## config.mk

```make
export PLATFORM = sky130hd
export DESIGN_NAME = oems_ram
export DESIGN_NICKNAME = d
export VERILOG_FILES = /design/src/hw/rtl/oems_ram.sv
export SDC_FILE = /design/constraint.sdc
export NUM_CORES = 2
export LEC_CHECK = 0
export CORE_MARGIN = 5
export CORE_UTILIZATION = 45
export DETAILED_ROUTE_END_ITERATION = 12
export DONT_BUFFER_PORTS = 1
export PLACE_DENSITY = 0.66
export SLEW_MARGIN = 25
export SYNTH_ARGS = -nofsm -noshare
export SYNTH_HDL_FRONTEND = slang
export SYNTH_SLANG_ARGS = --single-unit
```

## constraint.sdc

```tcl
create_clock -name i_clk -period 7.3 [get_ports i_clk]
set_input_delay 0.73 -clock i_clk [delete_from_list [all_inputs] [get_ports i_clk]]
set_output_delay 0.73 -clock i_clk [all_outputs]
set_load 0.01 [all_outputs]
```

## src/hw/rtl/oems_ram.sv

```systemverilog
`default_nettype none

module oems_ram #(
    parameter int WIDTH = 64,
    parameter int DEPTH = 64
) (
    input  wire logic                     i_clk,
    input  wire logic                     i_we,
    input  wire logic [$clog2(DEPTH)-1:0] i_waddr,
    input  wire logic [WIDTH-1:0]         i_wdata,
    input  wire logic                     i_re,
    input  wire logic [$clog2(DEPTH)-1:0] i_raddr_a,
    input  wire logic [$clog2(DEPTH)-1:0] i_raddr_b,
    output logic      [WIDTH-1:0]         o_rdata_a,
    output logic      [WIDTH-1:0]         o_rdata_b
);

    logic [WIDTH-1:0] r_mem [DEPTH];

    // One write port and two registered read ports.
    always_ff @(posedge i_clk) begin
        if (i_we) begin
            r_mem[i_waddr] <= i_wdata;
        end
        if (i_re) begin
            o_rdata_a <= r_mem[i_raddr_a];
            o_rdata_b <= r_mem[i_raddr_b];
        end
    end

endmodule

`default_nettype wire

```

Yosys cells after proc, flatten, opt, wreduce, memory -nomap -nowiden

Memory sizes are Yosys's and may differ from the RTL's. A register that Yosys moved wholly into a read port is not among the register bits.
Index checks and enable logic that the tools add are counted.
Widths: inputs -> output; s select.

Mux-type cells: 2

Operators with widths:

| kind   | number |
|---|---|
| $mux 1 | 2 |

Output and inout port bits: 128
Memories: 1
Register bits: 0
Logic and storage cells: 3
Input port bits: 85
Bits in writable memories: 4096

Memories:

| name  | words | width | rd ports | clocked after memory_dff | wr ports | RTL line | RTL |
|---|---|---|---|---|---|---|---|
| r_mem | 64    | 64    | 2        | 2                        | 1        | 18       | `logic [WIDTH-1:0] r_mem [DEPTH];` |

Depth between registers and ports, before layout

Word-level depth: 2
Depth in mapped cells: 9
Mapped depth without buffers: 5

Worst setup path after synthesis

Ideal clock, no wire load.

Path type: in2reg
Start point: in i_waddr[3]
End point: mem r_mem[48][0], enable pin
Buffers on the path: 1
Stages: 4
Arrival: 5.576 ns
Required time: 6.736 ns
Library setup time: 0.564 ns
Setup slack: 1.160 ns
Path through: clkbuf_1 nor2b_1 nand4b_1 nor3_1

RTL lines:

| item               | RTL line | RTL |
|---|---|---|
| start: declaration | 9        | `input wire logic [$clog2(DEPTH)-1:0] i_waddr,` |
| end: declaration   | 18       |  |

Straight into the memory's write port.

==> key figures <==
Status
  • Status: completed

Clock network
  • CTS H-Tree Depth: 5
  • Total setup buffers inserted after CTS: 0
  • Clk Latency, worst-skew pair: 1.03 ns
  • Clock sink count: 4,224
  • CTS root buffer: clkbuf_16
  • Clk slew on worst S/H paths: 0.06 ns
  • TritonCTS clock tree: built
  • Post_cts resized: 0
  • CTS Buffer Depth: 4
  • CTS Buf Count: 433

Floorplanning
  • Initial Util: 45.1%
  • FP Rows: 238
  • Die Wd: 658 um
  • Die height: 658 um
  • Core box area: 420,000 um2
  • Full die area: 433,000 um2
  • I/O pins: 213

Final layout
  • Area grow syn2layout: 12.2%
  • Layout Nets: 8,951
  • Core Util, Final: 50.6%
  • Final Instance Count excl. Fillers: 14,800
  • Layout cells sized above 1: 33.9%

Timing
  • Fmax: 191 MHz
  • Tightest Pin Transition: 1.25 ns
  • Worst slew margin: 16.6%
  • Fin crit share: 71.6%
  • Final hold slack: 0.0642 ns
  • Final Hold Fails: 0
  • RSZ-0062 raised after global routing: no
  • Final Setup Violations: 0
  • Setup TNS: 0 ns
  • Final setup skew: 0.0657 ns
  • Pins Over Slew Limit: 0
  • Tmin final: 5.22 ns

Placement
  • Gp weighted congestion: 0.851
  • Dpl cells: 13,900
  • # port buffers: 0
  • Post-DP HPWL: 359,000 um

Synth
  • Netlist Area Pre-Place: 189,000 um2
  • Post-synthesis instance total: 8,841
  • Area contributors post-synth: edfxtp_1, mux4_2, o22ai_1, mux2i_1, buf_2
  • Syn Nets: 8,926
  • Synth warn: 0
  • Register bit count reported by yosys: 4,224
  • Synth cell types: 41
  • Number of synthesized flops with an enable pin: 4,224
  • Post-synthesis async set-or-reset flop share: 0%
  • Syn_area_per_cell: 21.4 um2
  • Seq/Total Area, Yosys: 67.1%
  • Top FF cell, synth: edfxtp_1
  • Yosys top cell area share: 67.1%
  • Synth cell count leaders: edfxtp_1, mux4_2, o22ai_1
  • Synth area leader: edfxtp_1
  • Most numerous cell in the Yosys netlist: edfxtp_1

Global routing
  • First-pass GRT wire length: 925,000 um
  • Vias in the first global route: 110,000
  • Largest net degree at the start of global routing: 777
  • Initial antenna violation count: 28
  • Tot GR Track Use: 30.9%
  • Total congestion overflow: 0

Power
  • Total net switching power: 12.4 mW
  • Internal Power: 41.1 mW
  • Total power: 53.6 mW
  • Part of the power in registers: 50.9%
  • P_leak: 64.6 nW
  • Combinational Power Share: 7.6%
  • Peak VDD IR: 219 uV
  • Sw frac: 23.2%
  • Clock Power Share: 41.5%
  • Power Dens Cells: 252 nW/um2

Worst setup path
  • Worst path slowest cell: nor4_1
  • Critical Path End Type: flop
  • Critical Path RT: 8.08 ns
  • Startpoint types: input port
  • Crit path DAT: 6.01 ns
  • Buffer and inverter count on the worst path: 5
  • CP Class: input port to flop
  • Critical path, cell by cell: buf_16 > buf_16 > buf_16 > nor2b_1 > buf_4 > nand2_4 > buf_4 > o22ai_1 > nor4_1 > o22a_1
  • Crit-path leading delay family: buffers and inverters
  • Crit path max fanout: 118
  • CP peak stage delay: 0.97 ns
  • Most used cell, CP: buf_16

Drt
  • Remaining DRCs: 0
  • DRT antenna net count: 0
  • Vias/cell: 7.59
  • Total detailed-routing wirelength: 686,000 um
  • DR vias: 112,000
  • Routed wire per std cell: 46.4 um
  • Number of DRC markers in iteration 0: 21,500
  • DRT Pass-1 Iters: 8

Job
  • Max-cap viol count: 0

Worst hold path
  • HP Class: input port to flop
==> worst paths after layout <==
path	from	end	slack, ns	depth (start not counted)
max reg2reg	r_mem[8][9]$_DFFE_PP_	o_rdata_a[9]$_DFFE_PP_	4.54	4
min reg2reg	r_mem[55][61]$_DFFE_PP_	o_rdata_b[61]$_DFFE_PP_	0.95	4
max	i_raddr_b[2]	o_rdata_b[63]$_DFFE_PP_	2.08	10
min	i_wdata[29]	r_mem[51][29]$_DFFE_PP_	0.06	1
==> area by class of cell <==
type	count	area, um2
antenna	22	55.1
timing repair buffer	332	5250
fill	32300	207000
sequential	4224	127000
clock inverter	297	2760
clock buffer	503	11200
multi-input combinational	3874	59200
tap	5520	6910
inverter	1	6.26
==> cells by family (layout without fill, tap and decap cells) <==
family,count (synthesis),in the layout,share of synthesized area (%)
multiplexers,2209,2209,25.0
other,0,22,0
AND/OR/NAND/NOR,418,418,1.07
flip-flops,4224,4224,67.1
AO/OA/AOI/OAI,1247,1247,4.77
buffers and inverters,743,1133,2.03
==> through the flow <==
step | setup slack (ns) | cell area, um2
finish | 2.08 | 212000
global route | 2.16 | 212000
CTS | 3.15 | 212000
detailed placement | 2.10 | 196000
global placement | 2.42 | 195000
floorplan | 1.16 | 189000
==> per-layer routing <==
layer,share of wire [%],GRT usage [%],routed length (um),vias up
met2,45,46.2,310000,10500
met5,0.032,0,221,-
met4,6.7,17.2,46200,34
met3,15,9.52,100000,2046
li1,-,-,-,39900
met1,33,40.6,230000,59700
==> flip-flops by register name (all words and copies together), names as in the netlist <==
name / count
r_mem: 4096
o_rdata_a: 64
o_rdata_b: 64
==> cell usage in the layout, fill, tap and decap left out, types with 16 or more instances in the layout <==
master | Yosys | final
nand2_1 | 39 | 26
a221oi_2 | 19 | 21
mux2i_1 | 177 | 177
buf_4 | 140 | 165
a21oi_1 | 128 | 128
mux4_2 | 2016 | 2016
buf_12 | 0 | 61
nor4_1 | 55 | 52
nor2b_1 | 30 | 25
buf_16 | 0 | 99
clkbuf_1 | 296 | 63
o221ai_1 | 73 | 73
nor3_1 | 63 | 61
nor2_4 | 0 | 64
bufinv_16 | 0 | 42
clkinv_2 | 0 | 96
a211oi_1 | 79 | 79
a22o_1 | 136 | 136
a22oi_1 | 37 | 37
o22a_1 | 51 | 51
a221oi_1 | 134 | 132
nor2_1 | 164 | 98
diode_2 | 0 | 22
mux2_2 | 16 | 16
edfxtp_1 | 4224 | 4224
clkinvlp_4 | 0 | 22
clkinv_1 | 0 | 105
o22ai_1 | 533 | 533
clkbuf_16 | 0 | 440
==> power by group through the flow <==
| stage | registers [mW] | logic [mW] | clock network [mW] |
|---|---|---|---|
| floorplan | 27.6 | 2.43 | 0 |
| global placement | 27.7 | 3.16 | 0 |
| detailed placement | 27.8 | 3.32 | 0 |
| CTS | 27.2 | 3.78 | 22.3 |
| global route | 27.2 | 4.19 | 23.4 |
| finish | 27.2 | 4.07 | 22.2 |
==> repair_timing <==
action                                   CTS  global route
endpoints found under the hold margin   4151             0
hold buffers                              72             0
endpoints found under the setup margin     0             0
Power figures use the tool's default switching activity.
