$ cat src/hw/rtl/oems_pkg.sv
`default_nettype none

package oems_pkg;

    // Width of each key and value field on the stream ports.
    localparam int FIELD_W = 32;

    // Commands from the main controller to the comparator sequencer.
    typedef struct packed {
        logic start;   // restart the network at its first comparator
        logic next;    // move on to the next comparator position
    } t_seq_ctrl;

    // Status of the comparator sequencer for the current position.
    typedef struct packed {
        logic done;    // every pass of the network is finished
        logic live;    // the current position holds a comparator that must run
    } t_seq_stat;

endpackage

`default_nettype wire

$ cat src/hw/rtl/oems_seq.sv
`default_nettype none

module oems_seq
    import oems_pkg::*;
#(
    parameter int MAX_LEN = 64
) (
    input  wire logic                             i_clk,
    input  wire logic                             i_rst_n,
    input  wire t_seq_ctrl                        i_ctrl,
    input  wire logic [$clog2(MAX_LEN+1)-1:0]     i_n,
    output t_seq_stat                             o_stat,
    output logic      [$clog2(MAX_LEN)-1:0]       o_lo,
    output logic      [$clog2(MAX_LEN)-1:0]       o_hi
);

    localparam int CNT_W  = $clog2(MAX_LEN + 1);
    localparam int SCAN_W = CNT_W + 1;
    localparam int ADDR_W = $clog2(MAX_LEN);

    logic [SCAN_W-1:0] r_p;
    logic [SCAN_W-1:0] r_k;
    logic [SCAN_W-1:0] r_lo;

    logic [SCAN_W-1:0] w_n;
    logic [SCAN_W-1:0] w_hi;
    logic [SCAN_W-1:0] w_blk_mask;
    logic [SCAN_W-1:0] w_inc;
    logic [SCAN_W-1:0] w_step;
    logic              w_want;
    logic              w_bit;

    assign w_n  = SCAN_W'(i_n);
    assign w_hi = r_lo + r_k;

    // Both ends of a comparator must lie in the same block of 2p.
    assign w_blk_mask = ~((r_p << 1) - SCAN_W'(1));

    assign o_stat.done = (r_p >= w_n);
    assign o_stat.live = (w_hi < w_n) && ((r_lo & w_blk_mask) == (w_hi & w_blk_mask));

    // The first pass of each p uses positions with bit k clear, the later passes
    // use positions with bit k set; stepping past a wrong run adds k.
    assign w_inc  = r_lo + SCAN_W'(1);
    assign w_want = (r_k != r_p);
    assign w_bit  = ((w_inc & r_k) != '0);
    assign w_step = (w_bit != w_want) ? (w_inc + r_k) : w_inc;

    assign o_lo = r_lo[ADDR_W-1:0];
    assign o_hi = w_hi[ADDR_W-1:0];

    // Walk p over powers of two, k from p down to 1, and lo across each pass.
    always_ff @(posedge i_clk) begin
        if (!i_rst_n || i_ctrl.start) begin
            r_p  <= SCAN_W'(1);
            r_k  <= SCAN_W'(1);
            r_lo <= '0;
        end else if (i_ctrl.next) begin
            if (w_hi >= w_n) begin
                if (r_k != SCAN_W'(1)) begin
                    r_k  <= r_k >> 1;
                    r_lo <= r_k >> 1;
                end else begin
                    r_p  <= r_p << 1;
                    r_k  <= r_p << 1;
                    r_lo <= '0;
                end
            end else begin
                r_lo <= w_step;
            end
        end
    end

endmodule

`default_nettype wire

$ cat config.mk
export PLATFORM = sky130hd
export DESIGN_NAME = oems_seq
export DESIGN_NICKNAME = d
export VERILOG_FILES = /design/src/hw/rtl/oems_pkg.sv /design/src/hw/rtl/oems_seq.sv
export SDC_FILE = /design/constraint.sdc
export NUM_CORES = 1
export LEC_CHECK = 0
export ABC_AREA = 1
export ABC_CLOCK_PERIOD_IN_PS = 3800
export BUFFER_PORTS_ARGS = -buffer_cell sky130_fd_sc_hd__clkbuf_2
export CAP_MARGIN = 20
export CORE_AREA = 2 2 98 100
export CTS_BUF_LIST = sky130_fd_sc_hd__clkbuf_16
export CTS_CLUSTER_DIAMETER = 60
export DETAILED_ROUTE_END_ITERATION = 16
export DIE_AREA = 0 0 100 102
export PLACE_DENSITY_LB_ADDON = 0.15
export SLEW_MARGIN = 20
export SYNTH_ARGS = -nofsm -noshare
export SYNTH_HDL_FRONTEND = slang
export SYNTH_SLANG_ARGS = --single-unit
export TNS_END_PERCENT = 10
$ cat constraint.sdc
create_clock -name i_clk -period 3.8 [get_ports i_clk]
set_input_delay 0.19 -clock i_clk [delete_from_list [all_inputs] [get_ports i_clk]]
set_output_delay 0.19 -clock i_clk [all_outputs]
set_load 0.01 [all_outputs]
Yosys cells after proc, flatten, opt, wreduce, memory -nomap -nowiden:

Index checks and enable logic that the tools add are counted.

* flip-flop bits (word level): 24
* output and inout port bits: 14
* word-level logic and storage cells: 29
* input port bits: 11

* add/sub/neg operators: 4
* mux-type cells: 4
* bitwise operators: 5
* equal/unequal tests: 4
* $lt $le $gt $ge: 3
* reduce and logical (&&, ||, !) cells: 6

Operators by type and width (number)
* 8-bit AND: 3
* 8-bit two-way mux: 3
* 8-bit adder: 2
* 8-bit by 7-bit >= comparator with 1-bit output: 2
* 8-bit by 1-bit adder with 8-bit output, second input constant: 1
* 8-bit == test: 1
* 8-bit by 7-bit < comparator with 1-bit output: 1
* 8-bit by 1-bit != test with 1-bit output, second input constant: 1
* 8-bit != test: 1
* 8-bit inverter: 1
* 8-bit nonzero test: 1
* 8-bit by 1-bit subtractor with 8-bit output, second input constant: 1
* 7-bit two-way mux: 1
* 3-bit AND reduction: 1
* 2-bit AND reduction: 1
* 1-bit logical AND: 1
* 1-bit logical NOT: 1
* 1-bit logical OR: 1
* 1-bit != test: 1
* 1-bit inverter: 1

Logic depth before layout (Yosys ltp):

Gate-level depths: netlist of the first run.

* depth in word-level cells: 6
* mapped depth: 20
* gate-level depth less buffers: 19

Worst setup path before layout of the first run:

Ideal clock, no wire load.

* path type: reg-to-reg
* start: reg r_lo[2]
* end: reg r_k[1]
* slack: 1.138 ns
* cell stages (with the launch flop): 19
* library setup time: 0.070 ns
* arrival time: 2.592 ns
* cells stage by stage: dfxtp_1 ha_1 nand2_1 nand3_2 inv_1 nor2_1 o21ai_0 nand2_1 inv_1 ha_1 a21oi_1 o21bai_1 a21oi_1 nand3_2 buf_6 nand2_4 buf_6 nand2_1 a21oi_1

* cells in the longest elaborated chain, start to end: 3

Ends and longest elaborated chain
* start: declaration: RTL line oems_seq.sv:23 `logic [SCAN_W-1:0] r_lo;`
* start signal: assignment: RTL line oems_seq.sv:62 `r_lo <= r_k >> 1;`
* start signal: assignment: RTL line oems_seq.sv:69 `r_lo <= w_step;`
* 8-bit adder: RTL line oems_seq.sv:34 `assign w_hi = r_lo + r_k;`
* via o_hi[5]: RTL line oems_seq.sv:14 `output logic [$clog2(MAX_LEN)-1:0] o_hi`
* 8-bit by 7-bit >= comparator with 1-bit output: RTL line oems_seq.sv:59 `if (w_hi >= w_n) begin`
* 2-bit AND reduction (no source line)
* end signal: assignment: RTL line oems_seq.sv:61 `r_k <= r_k >> 1;`
* end signal: assignment: RTL line oems_seq.sv:65 `r_k <= r_p << 1;`
* end: declaration: RTL line oems_seq.sv:22 `logic [SCAN_W-1:0] r_k;`

The timed path passes the listed nets, and every way through them passes these cells.
A chain may end at the register's enable or synchronous reset.

Final worst setup path of the first run:

* start: reg r_lo[2]
* end: reg r_k[7]

* cells in the longest elaborated chain, start to end: 3

Ends and longest elaborated chain (RTL line)
* 8-bit adder: oems_seq.sv:34
* 8-bit by 7-bit >= comparator with 1-bit output: oems_seq.sv:59
* 2-bit AND reduction (no source line)

No other way between the ends.

==> flow_results.org, run 1 <==
** Clock tree
- Once the clock tree was built, the setup fixing pass inserted 0 buffers.
- TritonCTS built the clock tree.
- Post-cts gate resize count :: 0
- Number of clock buffers inserted by TritonCTS :: 3
- After clock tree synthesis, the flow added hold-fix buffers numbering 0.
- The tree is rooted in a clkbuf_16.
- The clock reaches the later pin of the worst-skew pair after about 260 ps.
- CTS built an H-tree with a depth of 1.
- Clock-pin slew reported for the worst setup and hold paths after clock tree synthesis :: 70 ps
- Num Clock Sinks :: 24
- Clock buffer depth :: 2

** Placement
- Post-DP HPWL :: 6391 um
- Gp weighted congestion :: 0.8769
- In this run the tool buffered the top-level ports with 24 buffer cells.

** Final layout
- Number of nets in the final layout :: ~480
- Counting the fill cells in the layout gives approximately 1100.
- Fraction of layout instances using a drive strength above 1 :: 0.09112
- The top cell types in the final layout, fill and taps aside, are 103 x nand2_1, 63 x inv_1, 48 x nand3_1.
- 0 antenna diodes ended up in the layout.
- Leaving out fill and tap cells, the most frequent cell in the layout is nand2_1.
- From synthesis to final layout, the design area changed by 11.05%.

** GRT
- Vias in the first global route :: around 2500
- Pin count of the biggest net entering global routing :: 20
- The first global-routing pass estimated around 13000 um of wire.
- The number of antenna violations at the first check in global routing came to 0.
- Summed over all layers, the global routing overflow is 0.
- For this run, the total global-route usage over all layers was measured as 0.1625.

** Critical path
- The signal on the critical path passes through ha_1 -> nand3_1 -> nand3_2 -> inv_1 -> nor2_1 -> o21ai_0 -> nand2_1 -> inv_1 -> ha_1 -> a21oi_1 -> o21bai_1 -> a21oi_1 -> nand3_2 -> nand2_1 -> inv_2 -> nand2_1 -> a21oi_1.
- The worst setup path is captured at a register.
- Of all nets on the critical path, the largest fanout is 11.
- Standard cell with the maximum stage delay on the critical path :: dfxtp_1
- At the worst endpoint, the required time is approximately 3900 ps.
- Crit-path max cell delay :: about 500 ps
- Classification of the worst setup path :: reg -> reg
- Crit start category :: register
- Worst path arrival time :: around 3400 ps

** Floorplan
- Die area :: 10200 sq um
- The floorplan step defined a core boundary enclosing slightly above 9000 sq um.
- From bottom edge to top edge, the die measures between 100 and 150 um.
- I/O pin total :: 25
- The initial utilization of the core area, before any placement, comes to 0.2934.
- Row generation in the floorplan step produced 35 rows.
- Width of the chip :: ~100 um

** Power
- The design draws between 800 and 900 uW.
- The worst-case IR drop observed on VDD is approximately 0.11 mV.
- For this design the static power due to leakage is roughly 1.6 nW.
- Power per cell area :: between 200 and 300 nW/um^2

** Yosys
- Yosys printed 0 warnings.
- Post-Syn Area :: between 2000 and 3000 sq um
- The number of different library cells used by synthesis comes to 34.
- Net count after synthesis :: 464
- The cell count after synthesis came out at 420.
- Syn avg cell area :: approximately 6.4 sq um
- The share of the Yosys chip area taken by registers is 0.1798.
- Number of flip-flops and latches in the synthesized netlist :: 24

** Route
- For this block, the via count after detailed routing is about 2700.
- The routed design has ~7800 um of wire.
- The first TritonRoute pass finished after 4 iterations.
- Detailed-route DRC error count :: 0
- The detail route stage leaves a number of antenna-violating nets equal to 0.
- Via-to-Cell Ratio :: 4.840
- WL per Instance :: around 14 um
- Starting DRC count in detailed routing :: 133

** STA
- Setup violations remaining at the end of the flow were counted as 0.
- Slew at the pin closest to its max-slew limit :: 575.7 ps
- Max-slew headroom at the worst pin :: 0.6139
- Setup TNS :: 0 ps
- The final count of pins violating max slew is 0.
- The clock arrives with 3.129 ps of skew.
- Based on the critical path, the design can be clocked at up to approximately 310 MHz.
- Final min period :: approximately 3300 ps
- The final count of hold timing violations is 0.
- Setup repair after global routing missed its margin :: no
- Final period util :: 0.8614

** Status
- Run status :: completed

** Job
- Max-cap viol count :: 0

** Hold path
- The tightest min-delay check is of the in -> reg type.
==> through the flow <==
step / hold slack, ps / cells / instance area, sq um / worst slack [ps] / util
floorplan: 348.4 / 420 / 2673 / 1138 / -
global placement: 492.4 / 546 / 2863 / 630.2 / 0.3143
detailed placement: 489.3 / 546 / 2863 / 533.5 / 0.3143
CTS: 232.5 / 550 / 2968 / 485.6 / 0.3258
global route: 265.8 / 550 / 2968 / 116.7 / 0.3258
finish: 229.5 / 550 / 2968 / 526.5 / 0.3258
==> area by class of cell <==
class,instances,area (sq um),share of cell area
Multi-Input combinational cell,318,1853,0.6244
Sequential cell,24,480.5,0.1619
Inverter,66,247.7,0.08347
Timing Repair Buffer,27,142.6,0.04806
Tap cell,111,138.9,0.04680
Clock buffer,3,75.07,0.02530
Clock inverter,1,30.03,0.01012
==> metal layers <==
metal,GRT usage,share of wire,vias to the layer above
met1,0.2239,0.50,1212
met4,0.03161,0.0085,0
met5,0,0,-
met3,0.01094,0.031,4
met2,0.2827,0.46,43
li1,-,-,1403
==> flip-flops by register name, summed over array words and instances, names as in the netlist <==
register / flops
r_k: 8
r_lo: 8
r_p: 8
==> final timing paths <==
check,from,to,slack [ps],cells past startpoint
max,r_lo[2]$_SDFFE_PP0P_,r_k[7]$_SDFFE_PP0P_,530,17
min,i_ctrl[1],r_p[0]$_SDFFE_PP1P_,230,3
max reg2reg,r_lo[2]$_SDFFE_PP0P_,r_k[7]$_SDFFE_PP0P_,530,17
min reg2reg,r_p[0]$_SDFFE_PP1P_,r_p[1]$_SDFFE_PP0P_,490,2
==> critical path, delay by kind of cell, from the launching register on <==
kind | cells | cell delay (ps)
and+or+nand+nor | 7 | 1090
buffers and inverters | 3 | 290
DFF | 1 | 500
adders and majority gates | 2 | 590
AOI/OAI and AO/OA | 5 | 670
==> power breakdown <==
group | internal (mW) | switching (mW) | leakage, nW | total (mW)
registers | 0.258 | 0.0126 | 0.194 | 0.271
logic | 0.0886 | 0.152 | 1.33 | 0.240
clock network | 0.210 | 0.0956 | 0.0511 | 0.305
total | 0.556 | 0.260 | 1.57 | 0.816
==> cells in the mapped netlist <==
master | instances | share of area
clkinv_1 | 1 | 0.0014
nand2_4 | 1 | 0.0042
nor3_1 | 3 | 0.0056
clkbuf_1 | 2 | 0.0028
buf_6 | 3 | 0.013
a21o_1 | 2 | 0.0056
a21oi_1 | 41 | 0.077
inv_1 | 63 | 0.088
nor2_1 | 23 | 0.032
clkbuf_2 | 1 | 0.0019
ha_1 | 31 | 0.15
nor3_2 | 1 | 0.0037
o21ai_1 | 3 | 0.0056
nor3b_1 | 1 | 0.0028
nand2_1 | 103 | 0.14
buf_4 | 6 | 0.017
fa_1 | 2 | 0.015
xor2_1 | 15 | 0.049
o21a_1 | 1 | 0.0028
nand3b_1 | 1 | 0.0028
o211ai_1 | 2 | 0.0056
o21bai_1 | 1 | 0.0028
or2_2 | 2 | 0.0047
nand2_2 | 1 | 0.0023
dfxtp_1 | 24 | 0.18
inv_2 | 2 | 0.0028
nand3_2 | 2 | 0.0075
nand2b_1 | 1 | 0.0023
xnor2_1 | 10 | 0.033
nand3_1 | 48 | 0.090
nand4_1 | 10 | 0.023
a211oi_1 | 1 | 0.0028
o21ai_0 | 11 | 0.021
nor4_1 | 1 | 0.0023
==> logic make-up after synthesis <==
kind of cell               share of synthesized area
DFF                                           0.1798
buffers and inverters                         0.1269
xor gates and xnor gates                     0.08193
AOI/OAI and AO/OA                             0.1227
and+or+nand+nor                               0.3287
adders and majority gates                     0.1601
No activity file was read; power rests on OpenSTA's default activity.
==> inputs of run 2 (changes only) <==
==> constraint.sdc (replaced) <==
create_clock -name i_clk -period 3.8 [get_ports i_clk]
set_input_delay 0.38 -clock i_clk [delete_from_list [all_inputs] [get_ports i_clk]]
set_output_delay 0.38 -clock i_clk [all_outputs]
set_load 0.01 [all_outputs]
==> flow_results.org, run 2 (same netlist as run 1, synthesis figures left out) <==
** Status
- The flow ran to the end, and the final reports show no timing, DRC or antenna violations.

** STA
- Max Clock Skew :: 3.854 ps (+0.7248 ps)
- The final count of pins violating max slew is 0 (unchanged).
- Final hold viol count :: 0 (unchanged)
- Setup TNS :: 0 ps (unchanged)
- The count of final setup violators came to 0 (unchanged).
- The headroom to the max-slew limit is 0.5839 (-0.02991).
- The peak clock frequency supported by timing is 293.4 MHz (-4.0%).
- Final period util :: 0.8970 (+0.03553)
- Final min period :: 3408 ps (+135.0 ps)
- The final-layout worst hold slack was 403.8 ps (+174.3 ps).
- Setup repair after global routing left no endpoint under its margin.
- Slew at the pin closest to its max-slew limit :: 620.3 ps (+44.59 ps)

** Clock tree
- H-tree depth :: 1 (unchanged)
- The number of hold-repair buffers added at the cts stage came to 0 (unchanged).
- The maximum count of clock buffers along a single path is 2 (unchanged).
- The latest clock arrival within the worst-skew pair was 270 ps (about the same).
- The number of buffers added for setup after CTS was 0 (unchanged).
- The number of sinks handled by clock tree synthesis was 24 (unchanged).
- TritonCTS built the clock tree.
- The number of CTS-inserted buffers is 3 (unchanged).
- The tree is rooted in a clkbuf_16.
- Clock-pin slew reported for the worst setup and hold paths after clock tree synthesis :: 70 ps (about the same)
- Post-cts gate resize count :: 0 (unchanged)

** Placement
- Post-DP HPWL :: 6432 um (+0.64%)
- The number of buffers inserted by port buffering is 24 (unchanged).
- The total instance count after detailed placement came to 547 (+0.18%).
- Gp weighted congestion :: 0.8562 (-2.4%)

** Hold path
- The path with the worst hold slack has its endpoint at r_p[0]$_SDFFE_PP1P_.
- Worst hold path startpoint :: i_ctrl[1]
- The number of cells traversed by the worst hold path was 3 (unchanged).
- In this run the worst hold path is classified as in -> reg.

** Route
- The per-cell routed wire length came to 14.42 um (+2.2%).
- The via count normalized by instance count came to 4.929 (+1.8%).
- Amount of wire on met2 after detailed routing :: 3530 um (-0.95%)
- The iteration count of the initial detailed-routing pass is 4 (unchanged).
- Detailed-route DRC error count :: 0 (unchanged)
- The total routed wirelength came to 7948 um (+2.4%).
- Routed length on met3 :: 319 um (+34%)
- WL met1 :: 3969 um (+2.0%)
- Starting DRC count in detailed routing :: 189 (+42%)
- The highest layer touched by signal routing is met4.
- Antenna Nets Post-Route :: 0 (unchanged)
- The total via count in the routed design was 2716 (+2.0%).

** GRT
- The maximum number of pins on one net before global-route repair came to 20 (unchanged).
- The number of antenna violations at the first check in global routing was 0 (unchanged).
- The number of global-route vias before repair came to 2576 (+1.8%).
- Global-route congestion overflow total :: 0 (unchanged)
- The wire length of the first global-routing pass came to 13030 um (+0.32%).
- The aggregate global-route resource usage came to 0.1637 (+0.001270).

** Final layout
- In the layout the commonest cells are 103 x nand2_1, 63 x inv_1, 48 x nand3_1.
- Leaving out fill and tap cells, the most frequent cell in the layout is nand2_1.
- Area taken by multi-input logic gates :: 1853 sq um (unchanged)
- Relative to the synthesized area, the layout overhead comes to 11.33%.
- The fraction of final layout cells with drive strength greater than 1 came to 0.09318 (+0.002066).
- Post-layout instance count excluding filler cells :: 551 (+0.18%)
- In the final layout, the registers with the most flip-flops are r_k (8), r_lo (8), r_p (8).
- Number of nets in the final layout :: 485 (+0.21%)
- The number of filler cells placed in the layout came to 1044 (-2.2%).
- The number of diodes came to 0 (unchanged).
- Seq. cell area :: 480.5 sq um (unchanged)

** Critical path
- The worst endpoint data arrival time is 3030 ps (-370 ps).
- Length in cells of the worst reg-to-reg path :: 15 (-2)
- Endpoint class of the critical path :: output port
- In this run the critical register-to-register path is launched from r_lo[0]$_SDFFE_PP0P_.
- The maximum fanout count along the critical path came to 5 (-6).
- Reg2reg setup slack :: 530 ps (about the same)
- The worst register-to-register path ends at r_k[7]$_SDFFE_PP0P_.
- The required arrival time at the worst endpoint came to 3420 ps (-510 ps).
- Crit start category :: register
- Classification of the worst setup path :: reg -> out

** Power
- The switching power of the nets came to 270.1 uW (+3.9%).
- Switching power as a share of total power :: 0.3266 (+0.008204)
- The power share of the sequential group was 0.327 (-0.005).
- Proportion of power drawn by the clock network :: 0.381 (+0.007)
- The leakage power is 1.577 nW (+0.35%).
- Combinational Power Share :: 0.291 (-0.003)
- The highest ir drop seen on vdd was 0.1270 mV (+17%).
- The areal power density over the cells is 277.9 nW/um^2 (+1.1%).
- Internal Pwr Total :: 556.7 uW (about the same)

** Floorplan
- Initial Util :: 0.2934 (unchanged)
- The standard-cell row count came to 35 (unchanged).
- Width of the chip :: 100 um (unchanged)
- The placeable core area came to 9109 sq um (unchanged).
- Die extent in y :: 102 um (unchanged)
- The I/O pin total was 25 (unchanged).
- The die footprint is 10200 sq um (unchanged).

** Job
- The max-capacitance violation count is 0 (unchanged).
run 2: layer usage:
layer / track usage / up-vias
met5: 0 / -
met4: 0.04531 / 0
met3: 0.01231 / 9
met2: 0.2744 / 66
met1: 0.2279 / 1233
li1: - / 1408
run 2: worst max path at each step:
stage                                    start             endpoint  slack [ps]
after floorplan           r_lo[2]$_SDFFE_PP0P_            o_stat[0]         960
after detailed placement  r_lo[0]$_SDFFE_PP0P_  r_k[7]$_SDFFE_PP0P_         530
final                     r_lo[0]$_SDFFE_PP0P_            o_stat[0]         390
after global routing      r_lo[2]$_SDFFE_PP0P_            o_stat[0]          90
after global placement    r_lo[0]$_SDFFE_PP0P_  r_p[7]$_SDFFE_PP0P_         600
after CTS                 r_lo[0]$_SDFFE_PP0P_            o_stat[0]         380
run 2: cell type report:
| type | count | area share |
|---|---|---|
| Clock buffer | 3 | 0.02523 |
| Clock inverter | 1 | 0.01009 |
| Inverter | 66 | 0.08326 |
| Multi-Input combinational cell | 318 | 0.6228 |
| Sequential cell | 24 | 0.1615 |
| Tap cell | 111 | 0.04668 |
| Timing Repair Buffer | 28 | 0.05046 |
run 2: metrics by stage:
stage            util  cell area (sq um)  power (mW)  worst slack (ps)
2_1_floorplan       -               2673      0.4544             958.8
3_3_place_gp   0.3151               2870      0.5157             600.7
3_5_place_dp   0.3151               2870      0.5152             527.5
4_1_cts        0.3266               2975      0.8299             379.2
5_1_grt        0.3266               2975      0.8749             87.16
6_report       0.3266               2975      0.8268             391.5
run 2: worst max-delay path, stage by stage, from the launching register on:
cell and delay [ps]:
dfxtp_1 370, ha_1 260, fa_1 430, nand3_1 110, nand2_1 70, xor2_1 240, inv_1 100, ha_1 280
nand3_1 80, inv_1 50, a21oi_1 220, nand4_1 120, nor2_1 110, nand3_1 80, nor2_1 110, clkbuf_2 130
run 2: power by group through the flow:
stage	clock network, mW	logic, mW	registers, mW
after global routing	0.326	0.277	0.272
final	0.315	0.241	0.270
after global placement	0	0.240	0.276
after detailed placement	0	0.239	0.276
after floorplan	0	0.182	0.273
after CTS	0.319	0.240	0.270
==> inputs of run 3 (changes only) <==
--- a/config.mk
+++ b/config.mk
@@ -5,15 +5,14 @@
 export SDC_FILE = /design/constraint.sdc
 export NUM_CORES = 1
 export LEC_CHECK = 0
-export ABC_AREA = 1
 export ABC_CLOCK_PERIOD_IN_PS = 3800
 export BUFFER_PORTS_ARGS = -buffer_cell sky130_fd_sc_hd__clkbuf_2
 export CAP_MARGIN = 20
-export CORE_AREA = 2 2 98 100
+export CORE_AREA = 2 2 87 89
 export CTS_BUF_LIST = sky130_fd_sc_hd__clkbuf_16
 export CTS_CLUSTER_DIAMETER = 60
 export DETAILED_ROUTE_END_ITERATION = 16
-export DIE_AREA = 0 0 100 102
+export DIE_AREA = 0 0 89 91
 export PLACE_DENSITY_LB_ADDON = 0.15
 export SLEW_MARGIN = 20
 export SYNTH_ARGS = -nofsm -noshare
==> flow_results.org, run 3 <==
** Status
- Run status :: finished, violations left
- Failing checks :: negative setup slack

** STA
- The final count of pins violating max slew came to 0 (unchanged).
- The slack of the critical path was -38.36 ps (-429.9 ps).
- Maximum clock frequency :: 260.5 MHz (-11%)
- Max-slew headroom at the worst pin :: 0.6016 (+0.01770)
- Setup repair after global routing missed its margin :: yes
- Final min period :: 3838 ps (+429.9 ps)
- The post-route fraction of the period consumed by the critical path was 1.010 (+0.1131).
- The final count of hold timing violations came to 0 (unchanged).
- Max Clock Skew :: 3.889 ps (+0.03453 ps)
- Slew at the pin closest to its max-slew limit :: 595.3 ps (-24.92 ps)
- Count of final setup violators :: 1 (+1)

** GRT
- Number of antenna violations at the first check in global routing :: 0 (unchanged)
- Pin count of the biggest net entering global routing :: 16 (-20%)
- Global-route congestion overflow total :: 0 (unchanged)
- Total track usage :: 0.1755 (+0.01180)
- The wire length of the first global-routing pass is 11030 um (-15%).
- Vias in the first global route :: 2161 (-16%)

** Final layout
- The final layout net count was 383 (-21%).
- The fraction of final layout cells with drive strength greater than 1 is 0.2101 (+0.1169).
- Post-layout instance count excluding filler cells :: 437 (-21%)
- Registers with the most flip-flops :: r_k (8), r_lo (8), r_p (8)
- The number of diodes is 0 (unchanged).
- Most frequent standard cell in the layout excluding fill and tap cells :: ha_1
- Commonest cells after routing, fill and taps aside :: 30 x ha_1, 29 x buf_4, 26 x xnor2_1
- Area growth, synth to finish :: 19.58%

** Floorplan
- Initial Util :: 0.3403 (+0.04688)
- Die extent in y :: 91 um (-11%)
- The I/O pin total is 25 (unchanged).
- Width of the chip :: 89 um (-11%)
- The die footprint was 8099 sq um (-21%).
- Placeable core region :: 7137 sq um (-22%)
- Cell Rows :: 31 (-11%)

** Yosys
- Portion of the post-synthesis area used by sequential elements :: 0.1978 (+0.01806)
- Fraction of registers with async set/reset :: 0 (unchanged)
- Cell type with the highest aggregate area in the netlist :: dfxtp_1
- Number of enable flip-flop cells after synthesis :: 0 (unchanged)
- Net count after synthesis :: 345 (-26%)
- Most numerous cell in the Yosys netlist :: ha_1
- Number of flip-flops and latches in the synthesized netlist :: 24 (unchanged)
- In the synthesized netlist, the cells that appear most often are 31 x ha_1, 26 x xnor2_1, 24 x dfxtp_1.
- After synthesis, the cell types taking the most area are dfxtp_1 20%, ha_1 16%, xnor2_1 9.4%.
- The total number of yosys warnings is 0 (unchanged).
- Number of distinct library cell variants in the gate-level netlist after synthesis :: 46 (+35%)
- Syn avg cell area :: 8.068 sq um (+27%)
- Post-Syn Instances :: 301 (-28%)
- The most used flip-flop cell after synthesis is dfxtp_1.
- The post-synthesis cell area came to 2429 sq um (-9.1%).
- Share of the synthesized area in the top cell type :: 0.1978 (+0.01806)

** Clock tree
- The tree is rooted in a clkbuf_16.
- The count of H-tree levels built during CTS is 1 (unchanged).
- Clock tree from TritonCTS :: built
- Count of hold buffers inserted by post-cts repair :: 0 (unchanged)
- Clk Latency, worst-skew pair :: 260 ps (about the same)
- The number of CTS-inserted buffers was 3 (unchanged).
- The clock-pin slew on the worst setup and hold paths is 60 ps (about the same).
- Clock buffer depth :: 2 (unchanged)
- The number of sinks handled by clock tree synthesis came to 24 (unchanged).

** Critical path
- Crit-path max cell delay :: 330 ps (-100 ps)
- The register-to-register setup slack is 240 ps (-290 ps).
- The slowest stage of the critical path belongs to the cell dfxtp_2.
- Source of the worst register-to-register timing path :: r_lo[0]$_SDFFE_PP0P_
- Classification of the worst setup path :: reg -> out
- The worst endpoint data arrival time was 3460 ps (+430 ps).
- STA classifies the critical path endpoint as an output port.
- The most numerous cell type found on the critical path is a2111oi_2.
- Data required time at the worst endpoint :: 3420 ps (about the same)
- The signal on the critical path passes through ha_4 -> fa_2 -> a21o_1 -> a21oi_2 -> o21bai_1 -> a21oi_1 -> xnor2_1 -> ha_1 -> and3_4 -> a221oi_2 -> o21ai_1 -> a2111oi_2 -> o221ai_1 -> a2111oi_2 -> buf_2.
- STA classifies the critical path startpoint as a register.
- Crit. Startpoint :: r_lo[0]$_SDFFE_PP0P_
- The maximum fanout count along the critical path is 2 (-3).

** Power
- Proportion of power drawn by the clock network :: 0.399 (+0.018)
- The power share of the sequential group came to 0.443 (+0.116).
- The areal power density over the cells was 198.6 nW/um^2 (-29%).
- The share of total power in combinational logic was 0.158 (-0.133).
- The sum of internal, switching and leakage power came to 576.6 uW (-30%).
- The switching power of the nets was 141.5 uW (-48%).
- Worst vdd ir :: 0.1454 mV (+14%)
- The internal power summed over all cells came to 435.2 uW (-22%).
- Switching power as a share of total power :: 0.2453 (-0.08132)
- The leakage power was 1.348 nW (-14%).

** Hold path
- The worst hold path belongs to the class in -> reg.
- The startpoint identified for the worst hold timing path is i_ctrl[1].

** Route
- The iteration count of the initial detailed-routing pass is 4 (unchanged).
- Starting DRC count in detailed routing :: 145 (-23%)
- The via count normalized by instance count was 5.142 (+4.3%).
- Aggregate routed wire length :: 6593 um (-17%)
- The count of unresolved DRC violations after routing was 0 (unchanged).
- Routed vias :: 2247 (-17%)
- Antenna Nets Post-Route :: 0 (unchanged)
- WL per Instance :: 15.09 um (+4.6%)

** Job
- Max-cap viol count :: 0 (unchanged)

** Placement
- The number of buffers inserted by port buffering came to 24 (unchanged).
- The detailed-placement wirelength estimate is 5378 um (-16%).
- Gp weighted congestion :: 0.8888 (+3.8%)
- The total instance count after detailed placement was 432 (-21%).
-- run 3: cell count changes in the layout (fill, tap and decap cells not counted), sizes merged, moves of 5 or more --
cell    previous run  this run
a21oi             41        12
a211oi             1         8
mux2i              0         6
xnor2             10        26
nor2b              0         9
nand4             10         2
a221o              0         5
nor3               4        15
buf                4        30
inv               65        16
nand2            105        21
xor2              15         8
nand3             50        13
-- run 3: worst paths after layout --
check | cells after the start | endpoint
worst max-delay path | 15 | o_stat[0]
worst min-delay path | 4 | r_p[0]$_SDFFE_PP1P_
worst max register to register | 15 | r_lo[1]$_SDFFE_PP0P_
worst min register to register | 2 | r_p[0]$_SDFFE_PP1P_
-- run 3: logic make-up (layout without fill, tap and decap cells) --
| kind of cell | count (synthesis) | count (layout) | share of synthesized area |
|---|---|---|---|
| compound gates | 71 | 71 | 0.2087 |
| xor+xnor | 34 | 34 | 0.1226 |
| buf+inv | 36 | 73 | 0.07007 |
| fa+ha+maj | 33 | 33 | 0.1762 |
| flops | 24 | 24 | 0.1978 |
| mux | 7 | 7 | 0.02937 |
| simple gates | 96 | 96 | 0.1953 |
-- run 3: power groups by stage --
stage,clock (mW),sequential (mW),combinational (mW)
floorplan,0,0.262,0.0566
global placement,0,0.261,0.0863
detailed placement,0,0.261,0.0869
CTS,0.238,0.255,0.0923
global route,0.251,0.255,0.102
finish,0.230,0.255,0.0911
-- run 3: critical path: cells and delay by family (launching register included) --
kind / cells / cell delay, ps
simple gates: 1 / 160
compound gates: 9 / 1570
flops: 1 / 330
xor+xnor: 1 / 170
fa+ha+maj: 3 / 780
buf+inv: 1 / 180
-- run 3: layout make-up --
cell class / count / area [sq um]
Clock inverter: 1 / 3.754
Tap cell: 99 / 123.9
Sequential cell: 24 / 483.0
Multi-Input combinational cell: 241 / 1821
Fill cell: 771 / 4233
Timing Repair Buffer: 53 / 337.8
Clock buffer: 3 / 75.07
Inverter: 16 / 60.06
-- run 3: through the flow --
step           setup slack [ps]  instance area (sq um)  TNS, ps  hold WS [ps]    util
6_report                 -38.36                   2904   -38.36         503.7  0.4069
5_1_grt                  -287.9                   2904   -287.9         526.4  0.4069
4_1_cts                  -192.7                   2892   -192.7         499.7  0.4052
3_5_place_dp             -208.8                   2779   -208.8         505.0  0.3894
3_3_place_gp             -49.32                   2779   -49.32         503.3  0.3894
2_1_floorplan             48.75                   2435        0         468.7       -
-- run 3: what timing repair did --
action / in CTS / in global routing
setup endpoints to repair: 2 / 2
setup buffers: 1 / 0
resized for setup: 8 / 4
pin swaps: 8 / 1
-- run 3: per-layer routing --
metal | wire length, um | global-route usage | part of all wire
met3 | 275 | 0.02545 | 0.042
met4 | 93 | 0.03980 | 0.014
met1 | 3368 | 0.2677 | 0.51
met2 | 2856 | 0.2581 | 0.43
met5 | 0 | 0 | 0
